File: src/design/dlf_pkg.sv
`timescale 1ns / 1ps
// shared types, codes and rom tables of the dual led flash controller
// no dependencies

package dlf_pkg;

  typedef enum logic [2:0] {
    CMD_SET_TIMEOUT = 3'd0,
    CMD_SET_LEVEL   = 3'd1,
    CMD_ON_OFF      = 3'd2,
    CMD_LEVEL_COUNT = 3'd3,
    CMD_MAX_TORCH   = 3'd4,
    CMD_CURRENT     = 3'd5,
    CMD_HW_TIMEOUT  = 3'd6,
    CMD_MS_TICK     = 3'd7
  } dlf_cmd_e;

  typedef enum logic [1:0] {
    ST_OK          = 2'd0,
    ST_BAD_CHANNEL = 2'd1,
    ST_UNKNOWN_CMD = 2'd2
  } dlf_status_e;

  // chip register addresses
  localparam logic [7:0] REG_EN     = 8'h01;
  localparam logic [7:0] REG_FLASH0 = 8'h03;
  localparam logic [7:0] REG_FLASH1 = 8'h04;
  localparam logic [7:0] REG_TORCH0 = 8'h05;
  localparam logic [7:0] REG_TORCH1 = 8'h06;

  // enable register bit groups
  localparam logic [7:0] EN_CH0       = 8'h01;
  localparam logic [7:0] EN_CH1       = 8'h02;
  localparam logic [7:0] EN_TORCH0    = 8'h09;
  localparam logic [7:0] EN_TORCH1    = 8'h0A;
  localparam logic [7:0] EN_FLASH0    = 8'h0D;
  localparam logic [7:0] EN_FLASH1    = 8'h0E;

  localparam logic [10:0] HW_TIMEOUT_MS   = 11'd400;
  localparam int unsigned TIMEOUT_DEFAULT = 100;
  localparam int unsigned LEVEL_W         = 6;

  typedef logic [LEVEL_W-1:0] dlf_level_t;

  typedef struct packed {
    dlf_status_e status;
    logic [10:0] read_value;
    logic        write_valid;
    logic [7:0]  write_addr;
    logic [7:0]  write_data;
    logic        last;
  } dlf_res_t;

  typedef struct packed {
    logic     two;
    dlf_res_t r0;
    dlf_res_t r1;
  } dlf_pair_t;

  function automatic logic [7:0] torch_code(dlf_level_t lv);
    logic [7:0] c;
    case (lv)
      6'd0:    c = 8'h0C;
      6'd1:    c = 8'h17;
      6'd2:    c = 8'h23;
      6'd3:    c = 8'h31;
      6'd4:    c = 8'h3B;
      6'd5:    c = 8'h47;
      6'd6:    c = 8'h53;
      default: c = 8'h00;
    endcase
    return c;
  endfunction

  function automatic logic [7:0] flash_code(dlf_level_t lv);
    logic [7:0] c;
    case (lv)
      6'd0:    c = 8'h03;
      6'd1:    c = 8'h05;
      6'd2:    c = 8'h08;
      6'd3:    c = 8'h0C;
      6'd4:    c = 8'h0E;
      6'd5:    c = 8'h12;
      6'd6:    c = 8'h14;
      6'd7:    c = 8'h19;
      6'd8:    c = 8'h1F;
      6'd9:    c = 8'h26;
      6'd10:   c = 8'h2C;
      6'd11:   c = 8'h32;
      6'd12:   c = 8'h38;
      6'd13:   c = 8'h40;
      6'd14:   c = 8'h46;
      6'd15:   c = 8'h4C;
      6'd16:   c = 8'h53;
      6'd17:   c = 8'h59;
      6'd18:   c = 8'h5F;
      6'd19:   c = 8'h65;
      6'd20:   c = 8'h6D;
      6'd21:   c = 8'h73;
      6'd22:   c = 8'h79;
      6'd23:   c = 8'h7F;
      6'd24:   c = 8'h86;
      6'd25:   c = 8'h8C;
      6'd26:   c = 8'h92;
      6'd27:   c = 8'h99;
      default: c = 8'h00;
    endcase
    return c;
  endfunction

  function automatic logic [10:0] current_ma(dlf_level_t lv);
    logic [10:0] c;
    case (lv)
      6'd0:    c = 11'd24;
      6'd1:    c = 11'd46;
      6'd2:    c = 11'd70;
      6'd3:    c = 11'd93;
      6'd4:    c = 11'd116;
      6'd5:    c = 11'd141;
      6'd6:    c = 11'd164;
      6'd7:    c = 11'd199;
      6'd8:    c = 11'd246;
      6'd9:    c = 11'd304;
      6'd10:   c = 11'd351;
      6'd11:   c = 11'd398;
      6'd12:   c = 11'd445;
      6'd13:   c = 11'd504;
      6'd14:   c = 11'd551;
      6'd15:   c = 11'd598;
      6'd16:   c = 11'd656;
      6'd17:   c = 11'd703;
      6'd18:   c = 11'd750;
      6'd19:   c = 11'd797;
      6'd20:   c = 11'd856;
      6'd21:   c = 11'd903;
      6'd22:   c = 11'd949;
      6'd23:   c = 11'd996;
      6'd24:   c = 11'd1055;
      6'd25:   c = 11'd1100;
      6'd26:   c = 11'd1147;
      6'd27:   c = 11'd1202;
      default: c = 11'd0;
    endcase
    return c;
  endfunction

endpackage

File: src/design/dlf_engine.sv
`timescale 1ns / 1ps
// command engine: holds enable shadow, levels and timers, forms up to two results
// depends on dlf_pkg

module dlf_engine #(
  parameter int unsigned LEVEL_COUNT       = 28,
  parameter int unsigned TORCH_LEVEL_COUNT = 7,
  parameter int unsigned TIMER_WIDTH       = 32
) (
  input  logic                 clk_i,
  input  logic                 rst_ni,
  input  logic                 fire_i,
  input  dlf_pkg::dlf_cmd_e    cmd_i,
  input  logic [1:0]           channel_i,
  input  logic [31:0]          arg_i,
  output dlf_pkg::dlf_pair_t   res_o
);

  localparam logic [TIMER_WIDTH-1:0] TimeoutReset = TIMER_WIDTH'(dlf_pkg::TIMEOUT_DEFAULT);

  logic [7:0]             shadow_q, shadow_d;
  dlf_pkg::dlf_level_t    level_q [2];
  dlf_pkg::dlf_level_t    level_d [2];
  logic [TIMER_WIDTH-1:0] timeout_q [2];
  logic [TIMER_WIDTH-1:0] timeout_d [2];
  logic [TIMER_WIDTH-1:0] remain_q [2];
  logic [TIMER_WIDTH-1:0] remain_d [2];
  logic [1:0]             running_q, running_d;

  function automatic logic [7:0] turn_off(logic [7:0] en, logic ch);
    logic [7:0] r;
    if (!ch) begin
      r = en[1] ? (en & ~dlf_pkg::EN_CH0) : (en & ~dlf_pkg::EN_FLASH0);
    end else begin
      r = en[0] ? (en & ~dlf_pkg::EN_CH1) : (en & ~dlf_pkg::EN_FLASH1);
    end
    return r;
  endfunction

  dlf_pkg::dlf_level_t    lv_clamped;
  logic                   ch;
  logic                   bad_ch;
  logic                   arg_on;
  logic [TIMER_WIDTH-1:0] dec [2];
  logic [1:0]             expire;
  logic [7:0]             en_mid, en_end;
  logic [7:0]             en_on;

  // level clamp shared by set level and the current query
  always_comb begin
    if (arg_i[31]) begin
      lv_clamped = '0;
    end else if (arg_i >= 32'(LEVEL_COUNT)) begin
      lv_clamped = dlf_pkg::LEVEL_W'(LEVEL_COUNT - 1);
    end else begin
      lv_clamped = arg_i[dlf_pkg::LEVEL_W-1:0];
    end
  end

  assign ch     = channel_i[0];
  assign bad_ch = channel_i[1];
  assign arg_on = (arg_i == 32'd1);

  // tick: channel 0 expires first, channel 1 sees its result
  always_comb begin
    for (int c = 0; c < 2; c++) begin
      dec[c]    = remain_q[c] - TIMER_WIDTH'(1);
      expire[c] = running_q[c] && (dec[c] == '0);
    end
    en_mid = expire[0] ? turn_off(shadow_q, 1'b0) : shadow_q;
    en_end = expire[1] ? turn_off(en_mid, 1'b1) : en_mid;
  end

  always_comb begin
    if (32'(level_q[ch]) < 32'(TORCH_LEVEL_COUNT)) begin
      en_on = shadow_q | (ch ? dlf_pkg::EN_TORCH1 : dlf_pkg::EN_TORCH0);
    end else begin
      en_on = shadow_q | (ch ? dlf_pkg::EN_FLASH1 : dlf_pkg::EN_FLASH0);
    end
  end

  // results and next state
  always_comb begin
    dlf_pkg::dlf_res_t empty;
    empty = '{status: dlf_pkg::ST_OK, read_value: '0, write_valid: 1'b0,
              write_addr: '0, write_data: '0, last: 1'b1};
    res_o.two = 1'b0;
    res_o.r0  = empty;
    res_o.r1  = empty;
    shadow_d  = shadow_q;
    running_d = running_q;
    for (int c = 0; c < 2; c++) begin
      level_d[c]   = level_q[c];
      timeout_d[c] = timeout_q[c];
      remain_d[c]  = remain_q[c];
    end

    if (cmd_i == dlf_pkg::CMD_MS_TICK) begin
      for (int c = 0; c < 2; c++) begin
        if (running_q[c]) begin
          remain_d[c] = dec[c];
        end
      end
      running_d = running_q & ~expire;
      shadow_d  = en_end;
      if (expire[0] && expire[1]) begin
        res_o.two            = 1'b1;
        res_o.r0.write_valid = 1'b1;
        res_o.r0.write_addr  = dlf_pkg::REG_EN;
        res_o.r0.write_data  = en_mid;
        res_o.r0.last        = 1'b0;
        res_o.r1.write_valid = 1'b1;
        res_o.r1.write_addr  = dlf_pkg::REG_EN;
        res_o.r1.write_data  = en_end;
      end else if (expire[0] || expire[1]) begin
        res_o.r0.write_valid = 1'b1;
        res_o.r0.write_addr  = dlf_pkg::REG_EN;
        res_o.r0.write_data  = en_end;
      end
    end else if (bad_ch) begin
      res_o.r0.status = dlf_pkg::ST_BAD_CHANNEL;
    end else begin
      case (cmd_i)
        dlf_pkg::CMD_SET_TIMEOUT: begin
          timeout_d[ch] = arg_i[TIMER_WIDTH-1:0];
        end
        dlf_pkg::CMD_SET_LEVEL: begin
          level_d[ch]          = lv_clamped;
          res_o.two            = 1'b1;
          res_o.r0.write_valid = 1'b1;
          res_o.r0.write_addr  = ch ? dlf_pkg::REG_TORCH1 : dlf_pkg::REG_TORCH0;
          res_o.r0.write_data  = dlf_pkg::torch_code(lv_clamped);
          res_o.r0.last        = 1'b0;
          res_o.r1.write_valid = 1'b1;
          res_o.r1.write_addr  = ch ? dlf_pkg::REG_FLASH1 : dlf_pkg::REG_FLASH0;
          res_o.r1.write_data  = dlf_pkg::flash_code(lv_clamped);
        end
        dlf_pkg::CMD_ON_OFF: begin
          if (arg_on) begin
            // zero timeout leaves any running countdown alone
            if (timeout_q[ch] != '0) begin
              remain_d[ch]  = timeout_q[ch];
              running_d[ch] = 1'b1;
            end
            shadow_d = en_on;
          end else begin
            shadow_d      = turn_off(shadow_q, ch);
            running_d[ch] = 1'b0;
            remain_d[ch]  = '0;
          end
          res_o.r0.write_valid = 1'b1;
          res_o.r0.write_addr  = dlf_pkg::REG_EN;
          res_o.r0.write_data  = shadow_d;
        end
        dlf_pkg::CMD_LEVEL_COUNT: res_o.r0.read_value = 11'(LEVEL_COUNT);
        dlf_pkg::CMD_MAX_TORCH:   res_o.r0.read_value = 11'(TORCH_LEVEL_COUNT - 1);
        dlf_pkg::CMD_CURRENT:     res_o.r0.read_value = dlf_pkg::current_ma(lv_clamped);
        dlf_pkg::CMD_HW_TIMEOUT:  res_o.r0.read_value = dlf_pkg::HW_TIMEOUT_MS;
        default: ;
      endcase
    end
  end

  always_ff @(posedge clk_i or negedge rst_ni) begin
    if (!rst_ni) begin
      shadow_q  <= '0;
      running_q <= '0;
      for (int c = 0; c < 2; c++) begin
        level_q[c]   <= '0;
        timeout_q[c] <= TimeoutReset;
        remain_q[c]  <= '0;
      end
    end else if (fire_i) begin
      shadow_q  <= shadow_d;
      running_q <= running_d;
      for (int c = 0; c < 2; c++) begin
        level_q[c]   <= level_d[c];
        timeout_q[c] <= timeout_d[c];
        remain_q[c]  <= remain_d[c];
      end
    end
  end

  // a running countdown never sits at zero
  a_run_nonzero0: assert property (@(posedge clk_i) disable iff (!rst_ni)
    running_q[0] |-> remain_q[0] != '0) else $error("timer 0 running at zero");
  a_run_nonzero1: assert property (@(posedge clk_i) disable iff (!rst_ni)
    running_q[1] |-> remain_q[1] != '0) else $error("timer 1 running at zero");

endmodule

File: src/design/dual_led_flash_controller.sv
`timescale 1ns / 1ps
// Two-channel LED flash controller. A command word is registered on entry, worked in one
// pass through the command engine and lands in an output register. A command with one
// result (queries, timeout, on/off, a tick with at most one expiry) can be taken every
// cycle while the output is not stalled; set level on a valid channel and a tick that
// expires both channels give two result words and hold the next command until the first
// word is taken. The second word waits in a spare slot behind the output register. No
// clearing pass: the block takes commands right after reset.
// depends on dlf_pkg and dlf_engine

module dual_led_flash_controller #(
  parameter int unsigned LEVEL_COUNT       = 28,
  parameter int unsigned TORCH_LEVEL_COUNT = 7,
  parameter int unsigned TIMER_WIDTH       = 32
) (
  input  logic               clk_i,
  input  logic               rst_ni,
  input  logic               in_valid_i,
  output logic               in_stall_o,
  input  logic [2:0]         cmd_i,
  input  logic [1:0]         channel_i,
  input  logic signed [31:0] arg_i,
  output logic               out_valid_o,
  input  logic               out_stall_i,
  output logic [1:0]         status_o,
  output logic [10:0]        read_value_o,
  output logic               write_valid_o,
  output logic [7:0]         write_addr_o,
  output logic [7:0]         write_data_o,
  output logic               last_o
);

  logic               in_vld_q;
  logic [2:0]         cmd_q;
  logic [1:0]         channel_q;
  logic [31:0]        arg_q;
  dlf_pkg::dlf_res_t  out_q, sec_q;
  logic               out_vld_q, sec_vld_q;
  dlf_pkg::dlf_pair_t res;
  logic               adv, fire, accept, out_take;

  assign out_take   = out_vld_q && !out_stall_i;
  assign adv        = !sec_vld_q && (!out_vld_q || !out_stall_i);
  assign fire       = in_vld_q && adv;
  assign in_stall_o = in_vld_q && !adv;
  assign accept     = in_valid_i && !in_stall_o;

  always_ff @(posedge clk_i or negedge rst_ni) begin
    if (!rst_ni) begin
      in_vld_q <= 1'b0;
    end else if (accept) begin
      in_vld_q <= 1'b1;
    end else if (fire) begin
      in_vld_q <= 1'b0;
    end
  end

  always_ff @(posedge clk_i) begin
    if (accept) begin
      cmd_q     <= cmd_i;
      channel_q <= channel_i;
      arg_q     <= arg_i;
    end
  end

  dlf_engine #(
    .LEVEL_COUNT      (LEVEL_COUNT),
    .TORCH_LEVEL_COUNT(TORCH_LEVEL_COUNT),
    .TIMER_WIDTH      (TIMER_WIDTH)
  ) u_engine (
    .clk_i    (clk_i),
    .rst_ni   (rst_ni),
    .fire_i   (fire),
    .cmd_i    (dlf_pkg::dlf_cmd_e'(cmd_q)),
    .channel_i(channel_q),
    .arg_i    (arg_q),
    .res_o    (res)
  );

  // output word plus one spare slot for the second word of a command
  always_ff @(posedge clk_i or negedge rst_ni) begin
    if (!rst_ni) begin
      out_vld_q <= 1'b0;
      sec_vld_q <= 1'b0;
    end else if (fire) begin
      out_vld_q <= 1'b1;
      sec_vld_q <= res.two;
    end else if (out_take) begin
      out_vld_q <= sec_vld_q;
      sec_vld_q <= 1'b0;
    end
  end

  always_ff @(posedge clk_i) begin
    if (fire) begin
      out_q <= res.r0;
      sec_q <= res.r1;
    end else if (out_take && sec_vld_q) begin
      out_q <= sec_q;
    end
  end

  assign out_valid_o   = out_vld_q;
  assign status_o      = out_q.status;
  assign read_value_o  = out_q.read_value;
  assign write_valid_o = out_q.write_valid;
  assign write_addr_o  = out_q.write_addr;
  assign write_data_o  = out_q.write_data;
  assign last_o        = out_q.last;

  a_sec_behind_out: assert property (@(posedge clk_i) disable iff (!rst_ni)
    sec_vld_q |-> out_vld_q) else $error("spare word without output word");
  a_sec_is_last: assert property (@(posedge clk_i) disable iff (!rst_ni)
    sec_vld_q |-> sec_q.last) else $error("spare word not last");
  a_nonlast_has_follower: assert property (@(posedge clk_i) disable iff (!rst_ni)
    out_vld_q && !out_q.last |-> sec_vld_q) else $error("non-last word without follower");
  a_two_queues: assert property (@(posedge clk_i) disable iff (!rst_ni)
    fire && res.two |=> sec_vld_q && out_vld_q) else $error("second word lost");

endmodule

File: config.mk
export PLATFORM = sky130hd
export DESIGN_NAME = dual_led_flash_controller
export DESIGN_NICKNAME = d
export VERILOG_FILES = /design/src/design/dlf_pkg.sv /design/src/design/dlf_engine.sv /design/src/design/dual_led_flash_controller.sv
export SDC_FILE = /design/constraint.sdc
export NUM_CORES = 1
export LEC_CHECK = 0
export BUFFER_PORTS_ARGS = -buffer_cell sky130_fd_sc_hd__buf_2
export CAP_MARGIN = 10
export CELL_PAD_IN_SITES_DETAIL_PLACEMENT = 1
export CELL_PAD_IN_SITES_GLOBAL_PLACEMENT = 1
export CORE_UTILIZATION = 30
export CTS_CLUSTER_DIAMETER = 200
export CTS_CLUSTER_SIZE = 25
export DETAILED_ROUTE_END_ITERATION = 7
export PLACE_DENSITY_LB_ADDON = 0.1
export SLEW_MARGIN = 20
export SYNTH_ARGS = -nofsm -noshare
export SYNTH_HDL_FRONTEND = slang
export SYNTH_SLANG_ARGS = --single-unit
File: constraint.sdc
create_clock -name clk_i -period 4.25 [get_ports clk_i]
set_input_delay 0.6375 -clock clk_i [delete_from_list [all_inputs] [get_ports clk_i]]
set_output_delay 0.6375 -clock clk_i [all_outputs]
set_load 0.05 [all_outputs]
Yosys cells after proc, flatten, opt, wreduce, memory -nomap -nowiden
Memory sizes are Yosys's and may differ from the RTL's.
Cells that the tools add are included.
{ "totals": {"romBits": 608, "output_inout_bits": 33, "n_memories": 2, "reg_bits": 238} }
{ "memory_table": {"columns": ["memory", "depth", "word_bits", "read_ports", "rd_ports_with_merged_regs", "write_ports", "line", "source"], "rows": [
  ["(name not given)", 32, 11, 1, 0, 0, "dlf_pkg.sv:113", "case (lv)"],
  ["(name not given)", 32, 8, 1, 0, 0, "dlf_pkg.sv:77", "case (lv)"]
]} }
{ "op_classes": {"order_cmp": 6, "n_mux": 73, "n_bitwise": 12, "n_eq_ne": 18, "add_sub_neg": 2, "n_reduce_logical": 33} }
{ "op_table": {"columns": ["operator", "n"], "rows": [
  ["$mux 64", 5],
  ["$mux 32", 6],
  ["$bwmux 64", 2],
  ["$mux 17", 6],
  ["$and 64x64->64", 1],
  ["$logic_not 32->1", 2],
  ["$not 64->64", 1],
  ["$sub 32x1->32 const B", 2],
  ["$mux 31", 2],
  ["$pmux 7 s7", 1],
  ["$mux 8", 6],
  ["$pmux 11 s4", 1],
  ["$mux 6", 6],
  ["$pmux 17 s2", 1],
  ["$demux 32 s1", 1],
  ["$eq 32x1->1 const B", 1],
  ["$ge 32x5->1 const B", 1],
  ["$reduce_bool 32->1", 1],
  ["$mux 29", 1],
  ["$mux 4", 6],
  ["$eq 6x3->1 const B", 3],
  ["$mux 18", 1],
  ["$mux 2", 8],
  ["$or 8x4->8", 2],
  ["33 further kinds", 77]
]} }

Depth between registers and ports, before layout
Gate-level depths: netlist of run 1.
{ "logic_depth": {"ltp_word": 11, "ltp_mapped": 13, "mapped_depth_nobuf": 11} }

Cells and area by module
Synthesis of run 1 repeated with hierarchy kept, for this count alone.
{ "hier_totals": {"hier_cells": 1429, "hier_area_um2": 14023.4} }
{ "modules_own_cells": {"columns": ["module", "cells_each", "instances", "area_per_inst_um2"], "rows": [
  ["dlf_engine", 1276, 1, 10349.9],
  ["dual_led_flash_controller", 153, 1, 3673.5]
]} }

Least setup slack after synthesis of run 1
No wires, ideal clock.
{ "synth_timing": {"path_kind": "register -> register", "startpoint": "reg u_engine.remain_q[36] (netlist bit)", "endpoint": "reg out_q, in the netlist last_o, data pin", "synth_period_minus_slack_ns": 3.215, "path_slack_ns": 1.035, "path_stages_with_launch": 11, "arrival_time_ns": 2.955, "setup_ns": 0.260, "cell_sequence": "dfrtp_1 clkbuf_1 or4_1 buf_2 or3_1 xor2_1 nand3_1 or4_1 nor4b_1 and4_1 nor2_1"} }
{ "synth_via": {"elab_chain_len": 7} }
{ "synth_lines": {"columns": ["item", "line", "source"], "rows": [
  ["start: declaration", "dlf_engine.sv:26", "logic [TIMER_WIDTH-1:0] remain_q [2];"],
  ["start signal: indexed assignment", "dlf_engine.sv:179", "remain_q[c] <= remain_d[c];"],
  ["$sub 32x1->32", "dlf_engine.sv:67", "dec[c] = remain_q[c] - TIMER_WIDTH'(1);"],
  ["$logic_not 32->1", "dlf_engine.sv:68", "expire[c] = running_q[c] && (dec[c] == '0);"],
  ["$logic_and 1x1->1", "dlf_engine.sv:68", null],
  ["$logic_and 1x1->1", "dlf_engine.sv:106", "if (expire[0] && expire[1]) begin"],
  ["$mux 1", "dlf_engine.sv:106", null],
  ["$mux 18", "dlf_engine.sv:98", "if (cmd_i == dlf_pkg::CMD_MS_TICK) begin"],
  ["$mux 31", "dual_led_flash_controller.sv:95", "if (fire) begin"],
  ["end signal: assignment", "dual_led_flash_controller.sv:96", "out_q <= res.r0;"],
  ["end signal: assignment", "dual_led_flash_controller.sv:99", "out_q <= sec_q;"],
  ["end: declaration", "dual_led_flash_controller.sv:37", "dlf_pkg::dlf_res_t out_q, sec_q;"]
]} }
Every way passes these cells.
A chain may end at the register's enable or synchronous reset.

==> results.md, run 1 <==
* Status: finished, final reports clean
* Startpoint Class: register
* # Post-CTS Setup Buffers at 0
* Setup violators final at 0
* Cts repair resizes at 0
* Die H at 207 microns
* Detail Route Antenna Nets at 0
* Hold_buf cts at 0
* Worst path cell trace: nor4_1, nand4_1, nor2_1, a31o_2, inv_1, ha_1, and2_1, a211oi_1, a21oi_1, a221oi_1
* H-tree depth at 1
* Global-route wire length before repair at 72100 microns
* GR peak layer: met2
* Gr usage total at 0.223
* Dpl cells at 1906
* Clk_lat worst skew at 0.50 ns
* Worst r2r dst: sec_q[4]
* CP startpoint: arg_q[28]
* GRT overflow at 0
* Row count at 74
* Number of synthesized flops with an enable pin at 74
* Routed length per instance at 24.6 microns
* Layout Cells excl Fill at 1926
* Gpl congestion at 0.855
* GR met1 Demand/Resource at 0.334
* Iteration-0 DRC Markers at 717
* Worst Path Class, Setup: register to register
* CTS tree: done
* Routed wire length at 47400 microns
* Post-Synth XOR/XNOR Area at 0.0160
* RSZ-0062 raised after global routing: false
* Slowest-stage cell, CP: nor4_1
* Final Util at 0.342
* Final Hold Fails at 0
* Via density per instance at 5.67
* Worst hold path type: input pin to asynchronous set/reset pin
* Peak VDD IR at 0.299 mV
* CP required at 4.49 ns
* Final Skew at 0.0280 ns
* Die width at 207 microns
* Power Total at 6.78 mW
* Synth Flop Type: dfrtp_1
* Dpl ws at 0.458 ns
* Mapped Area at 12600 sq um
* GR Util met3 at 0.0195
* Crit end category: register
* Port Buf Inserts at 67
* Max stage delay on crit path at 0.65 ns
* CORE AREA at 41100 sq um
* Vias in the first global route at 11000
* Gate Count Post-Synth at 1348
* Sequential share of the synthesized area at 0.473
* Max_slew headroom at 0.261
* Largest family of logic cells by synthesized area: simple AND/OR/NAND/NOR gates
* Count of cell types in the netlist at 81
* R2r setup slk at 0.35 ns
* Final Cell Area at 14000 sq um
* Largest net degree at the start of global routing at 91
* Post-Synth Simple-Gate Area at 0.206
* Fin Setup TNS at 0 ns
* P&R area growth vs syn at 11.5%
* Die area at 42800 sq um
* Synth Area in Adders at 0.0169
* Synth warn at 0
* Max Buffers Root-to-Sink at 3
* Max cap viols at 0
* Starting Density at 0.307
* Sink Count at 223
* R2R depth at 10
* I/O pin count at 74
* Mux cell area share after synthesis at 0.0552
* Area post-placement at 13700 sq um
* Ant diodes at 0
* Initial antenna violation count at 0
* Power per cell area at 482 nW/um^2
* Leak pwr at 5.51 nW
* Pre-antenna DRT Iters at 5
* Root Buffer: clkbuf_16
* Max Slew Vio Count at 0
* PnR worst setup slack at 0.354 ns
* Worst path arrival time at 4.13 ns
* Clk slew on worst S/H paths at 0.12 ns
* Compound-Gate Fraction of Synth Area at 0.191
* Min cycle time layout at 3.90 ns
* TritonCTS Buffers at 12
* M2 GR Usage at 0.354
* Worst Path Max Fanout at 10
* Post-synth ARST share at 0.668
* HPWL after DPL at 34500 microns
* Final Cycle Share at 0.917
* RR Startpoint: arg_q[28]
* Synthesized area per cell at 9.35 sq um
* Final Net Count at 1446
* DR DRC count at 0
* Fmax at 257 MHz
* Via count at 10900
* Share of cells above drive strength 1 at 0.166
* Synthesis-stage register bit count at 223
* Minimum hold slack at 0.250 ns
* Worst Tran Pin Value at 1.10 ns
## synthesized netlist by cell type (7+ instances only)
cell        n  area share
nand3_1    37       0.015
o211ai_1   13      0.0077
nand4_1    18      0.0089
ha_1       17       0.017
a21oi_1    88       0.035
buf_1       9      0.0027
xor2_1      9      0.0063
clkbuf_1   81       0.024
inv_1      26      0.0077
a21o_1      8      0.0048
a31oi_1    17      0.0084
buf_4       7      0.0042
nand2_1   128       0.038
nor4_1     43       0.021
edfxtp_1   74        0.18
a221o_1     7      0.0056
and3_1     10      0.0050
dfrtp_1   143        0.28
mux2_2     60       0.054
a211oi_1   12      0.0071
o21ai_0   129       0.051
nor2_1    116       0.035
nand2b_1   15      0.0074
or4_1      12      0.0071
xnor2_1    14      0.0097
nor3_1     53       0.021
or3_1      21       0.010
and2_1      7      0.0035
a22oi_1    20       0.012
o22ai_1    12      0.0060
and4_1      7      0.0049
a311oi_1    8      0.0056
## metal layers
metal,wire [microns],up-vias
met2,21600,169
met5,0,-
li1,-,5099
met1,23800,5626
met3,1250,36
met4,671,0
## worst max-delay path, delay by kind of cell, from the launching register on
kind / cells / cell delay (ns)
fa+ha+maj: 1 / 0.45
flops: 1 / 0.42
simple gates: 4 / 1.57
buf+inv: 1 / 0.19
compound gates: 4 / 1.03
## worst max-delay path by stage
stage,cells past startpoint,end
after floorplan,10,last_o
after detailed placement,10,sec_q[4]
final,10,sec_q[4]
after global placement,10,u_engine.remain_q[61]
after global routing,10,sec_q[4]
after CTS,10,sec_q[4]
## flip-flops by register name, summed over array words and instances, names as in the netlist, 2 cells and up, named ones only
name	flops
u_engine.remain_q	64
u_engine.timeout_q	64
arg_q	32
sec_q	12
u_engine.level_q	12
read_value_o	11
write_data_o	8
u_engine.shadow_q	4
cmd_q	3
write_addr_o	3
channel_q	2
## layout make-up
cell class	count	area (sq um)
timing repair buffer	123	762
fill	4800	27100
sequential	223	5960
multi-input combinational	1001	6200
inverter	27	101
clock buffer	20	362
tap	532	666
## logic make-up (layout without fill, tap and decap cells)
family,Yosys count,after routing
mux,62,62
compound gates,384,384
xor+xnor,23,23
other cells,1,6
buf+inv,129,170
fa+ha+maj,17,17
flops,223,223
simple gates,509,509
## cell usage in the layout, fill, tap and decap left out, types with 7 or more instances in the layout
cell type and instances:
a211oi_1 12, a21o_1 8, a21oi_1 87, a221o_1 7, a22oi_1 20, a311oi_1 8, a31oi_1 15, and3_1 9
and4_1 7, buf_2 66, buf_4 56, clkbuf_16 13, dfrtp_1 143, edfxtp_1 74, ha_1 17, inv_1 26
mux2_2 60, nand2_1 128, nand2b_1 15, nand3_1 36, nand4_1 18, nor2_1 116, nor3_1 52, nor4_1 43
o211ai_1 13, o21ai_0 129, o22ai_1 12, or3_1 21, or4_1 12, xnor2_1 14, xor2_1 9
## report_power, final
part / leakage, nW / internal (mW) / switching [mW] / total (mW)
logic: 2.71 / 0.834 / 1.34 / 2.18
clock network: 0.174 / 0.593 / 0.758 / 1.35
registers: 2.63 / 2.64 / 0.610 / 3.25
Power figures use the tool's default switching activity.
==> run 2, diff against run 1 <==
- CORE_UTILIZATION: 30 -> 45
==> results.md, run 2 (synthesis gave the netlist of run 1 again) <==
* Status: finished, final reports clean
* Routed wire length at 42800 microns (-9.6%)
* Via count at 11200 (+2.2%)
* Port Buf Inserts at 67 (unchanged)
* Largest regs: u_engine.remain_q: 64 flops, u_engine.timeout_q: 64 flops, arg_q: 32 flops
* Leak pwr at 5.44 nW (-1.4%)
* RSZ-0062 raised after global routing: false
* Final Util at 0.505 (+0.163)
* Crit end category: register
* Number of fill cells at 3135 (-35%)
* Max Slew Vio Count at 0 (unchanged)
* Sink Count at 223 (unchanged)
* Fmax at 254 MHz (-1.0%)
* Worst hold path type: input pin to asynchronous set/reset pin
* Most Frequent Cell on Critical Path: and4_1
* Via density per instance at 6.38 (+12%)
* # Post-CTS Setup Buffers at 0 (unchanged)
* Register area at 5960 sq um (unchanged)
* Iteration-0 DRC Markers at 890 (+24%)
* Initial antenna violation count at 0 (unchanged)
* Root Buffer: clkbuf_16
* Fin Setup TNS at 0 ns (unchanged)
* Peak VDD IR at 0.339 mV (+14%)
* Max_slew headroom at 0.326 (+0.0643)
* Starting Density at 0.464 (+0.157)
* Gpl congestion at 0.974 (+14%)
* Delay-heaviest family, CP: simple AND/OR/NAND/NOR gates
* Die width at 169 microns (-18%)
* Critical Path Stages at 8 (-2)
* Power per cell area at 484 nW/um^2 (+0.29%)
* TritonCTS Buffers at 12 (unchanged)
* HPWL after DPL at 31200 microns (-9.6%)
* Commonest non-fill, non-tap cells in the layout: 143 x dfrtp_1, 129 x o21ai_0, 128 x nand2_1
* GRT overflow at 0 (unchanged)
* Max cap viols at 0 (unchanged)
* Worst Tran Pin Value at 1.01 ns (-0.0961 ns)
* Worst path cell trace: nor4_2, nand3_2, nor3_1, xor2_1, nor4_1, and4_1, and4_1, nor2_1
* Pre-antenna DRT Iters at 5 (unchanged)
* Worst path arrival time at 4.18 ns (+0.05 ns)
* Hold_buf cts at 0 (unchanged)
* Max Buffers Root-to-Sink at 3 (unchanged)
* CTS tree: done
* I/O pin count at 74 (unchanged)
* DR DRC count at 0 (unchanged)
* Row count at 60 (-19%)
* CP required at 4.49 ns (about the same)
* Most common cell after layout, fill and taps aside: dfrtp_1
* H-tree depth at 1 (unchanged)
* Final Net Count at 1431 (-1.0%)
* Gr usage total at 0.304 (+0.0810)
* Worst Path Buf+Inv at 0 (-1)
* Multi-input combinational cell area at 6180 sq um (-0.24%)
* Die area at 28700 sq um (-33%)
* Final Cell Area at 13700 sq um (-2.3%)
* Worst Path Max Fanout at 10 (unchanged)
* Share of cells above drive strength 1 at 0.156 (-0.00980)
* CORE AREA at 27200 sq um (-34%)
* Min cycle time layout at 3.94 ns (+0.0400 ns)
* R2R depth at 8 (-2)
* Ant diodes at 0 (unchanged)
* Vias in the first global route at 11100 (+0.93%)
* Setup violators final at 0 (unchanged)
* Cts repair resizes at 0 (unchanged)
* Final Cycle Share at 0.926 (+0.00942)
* Slowest-stage cell, CP: nor4_2
* Startpoint Class: register
* Largest net degree at the start of global routing at 95 (+4.4%)
* Routed length per instance at 24.5 microns (-0.59%)
* P&R area growth vs syn at 8.89%
* Worst Path Class, Setup: register to register
* Area post-placement at 13400 sq um (-2.4%)
* Detail Route Antenna Nets at 0 (unchanged)
* Die H at 169 microns (-18%)
* Global-route wire length before repair at 67300 microns (-6.6%)
* Clk slew on worst S/H paths at 0.11 ns (about the same)
* Final Skew at 0.0242 ns (-0.00383 ns)
* Final Hold Fails at 0 (unchanged)
* Clk_lat worst skew at 0.49 ns (about the same)
* Max stage delay on crit path at 0.71 ns (+0.06 ns)
==> run 2: changes by cell type in the layout (fill, tap and decap cells not counted), sizes merged <==
cell,change
buf,-15
==> run 2: path summary, 6_finish.rpt <==
check | to | startpoint | slack (ns)
setup / recovery | last_o | u_engine.remain_q[10] | 0.31
hold / removal | u_engine.remain_q[30] | rst_ni | 0.23
setup reg to reg | last_o | u_engine.remain_q[10] | 0.31
hold reg to reg | u_engine.level_q[4] | u_engine.level_q[4] | 0.50
max in group asynchronous | u_engine.timeout_q[37] | rst_ni | 2.95
min in group clk_i | arg_q[12] | arg_i[12] | 0.32
==> run 2: layout make-up <==
cell class | instances | share of cell area
inverters | 27 | 0.00739
repair buffers | 108 | 0.0473
clock buffers | 20 | 0.0264
multi-input cells | 1001 | 0.451
flip-flops and latches | 223 | 0.434
well taps | 372 | 0.0339
==> run 2: worst reg2reg max path, cell delays in order (launching register included) <==
cell and delay [ns]:
dfrtp_1 0.47, nor4_2 0.71, nand3_2 0.37, nor3_1 0.54
xor2_1 0.13, nor4_1 0.66, and4_1 0.45, and4_1 0.29
nor2_1 0.06
==> run 2: through the flow <==
step	hold WS [ns]	instances	worst slack, ns	total power [mW]
after floorplan	0.342	1353	1.03	4.53
after global placement	0.464	1731	0.481	5.25
after detailed placement	0.476	1731	0.449	5.31
after CTS	0.271	1751	0.444	6.61
after global routing	0.285	1751	0.0590	6.99
final	0.226	1751	0.314	6.64
==> run 2: power breakdown <==
part / internal [mW] / switching, mW
clock: 0.592 / 0.719
combinational: 0.789 / 1.30
sequential: 2.64 / 0.604
==> run 2: routing by layer <==
metal | vias to the layer above | global-route usage | part of all wire
met2 | 352 | 0.474 | 0.46
met3 | 48 | 0.0396 | 0.064
met5 | - | 0 | 0
met1 | 5688 | 0.450 | 0.46
met4 | 0 | 0.0685 | 0.019
li1 | 5084 | - | -
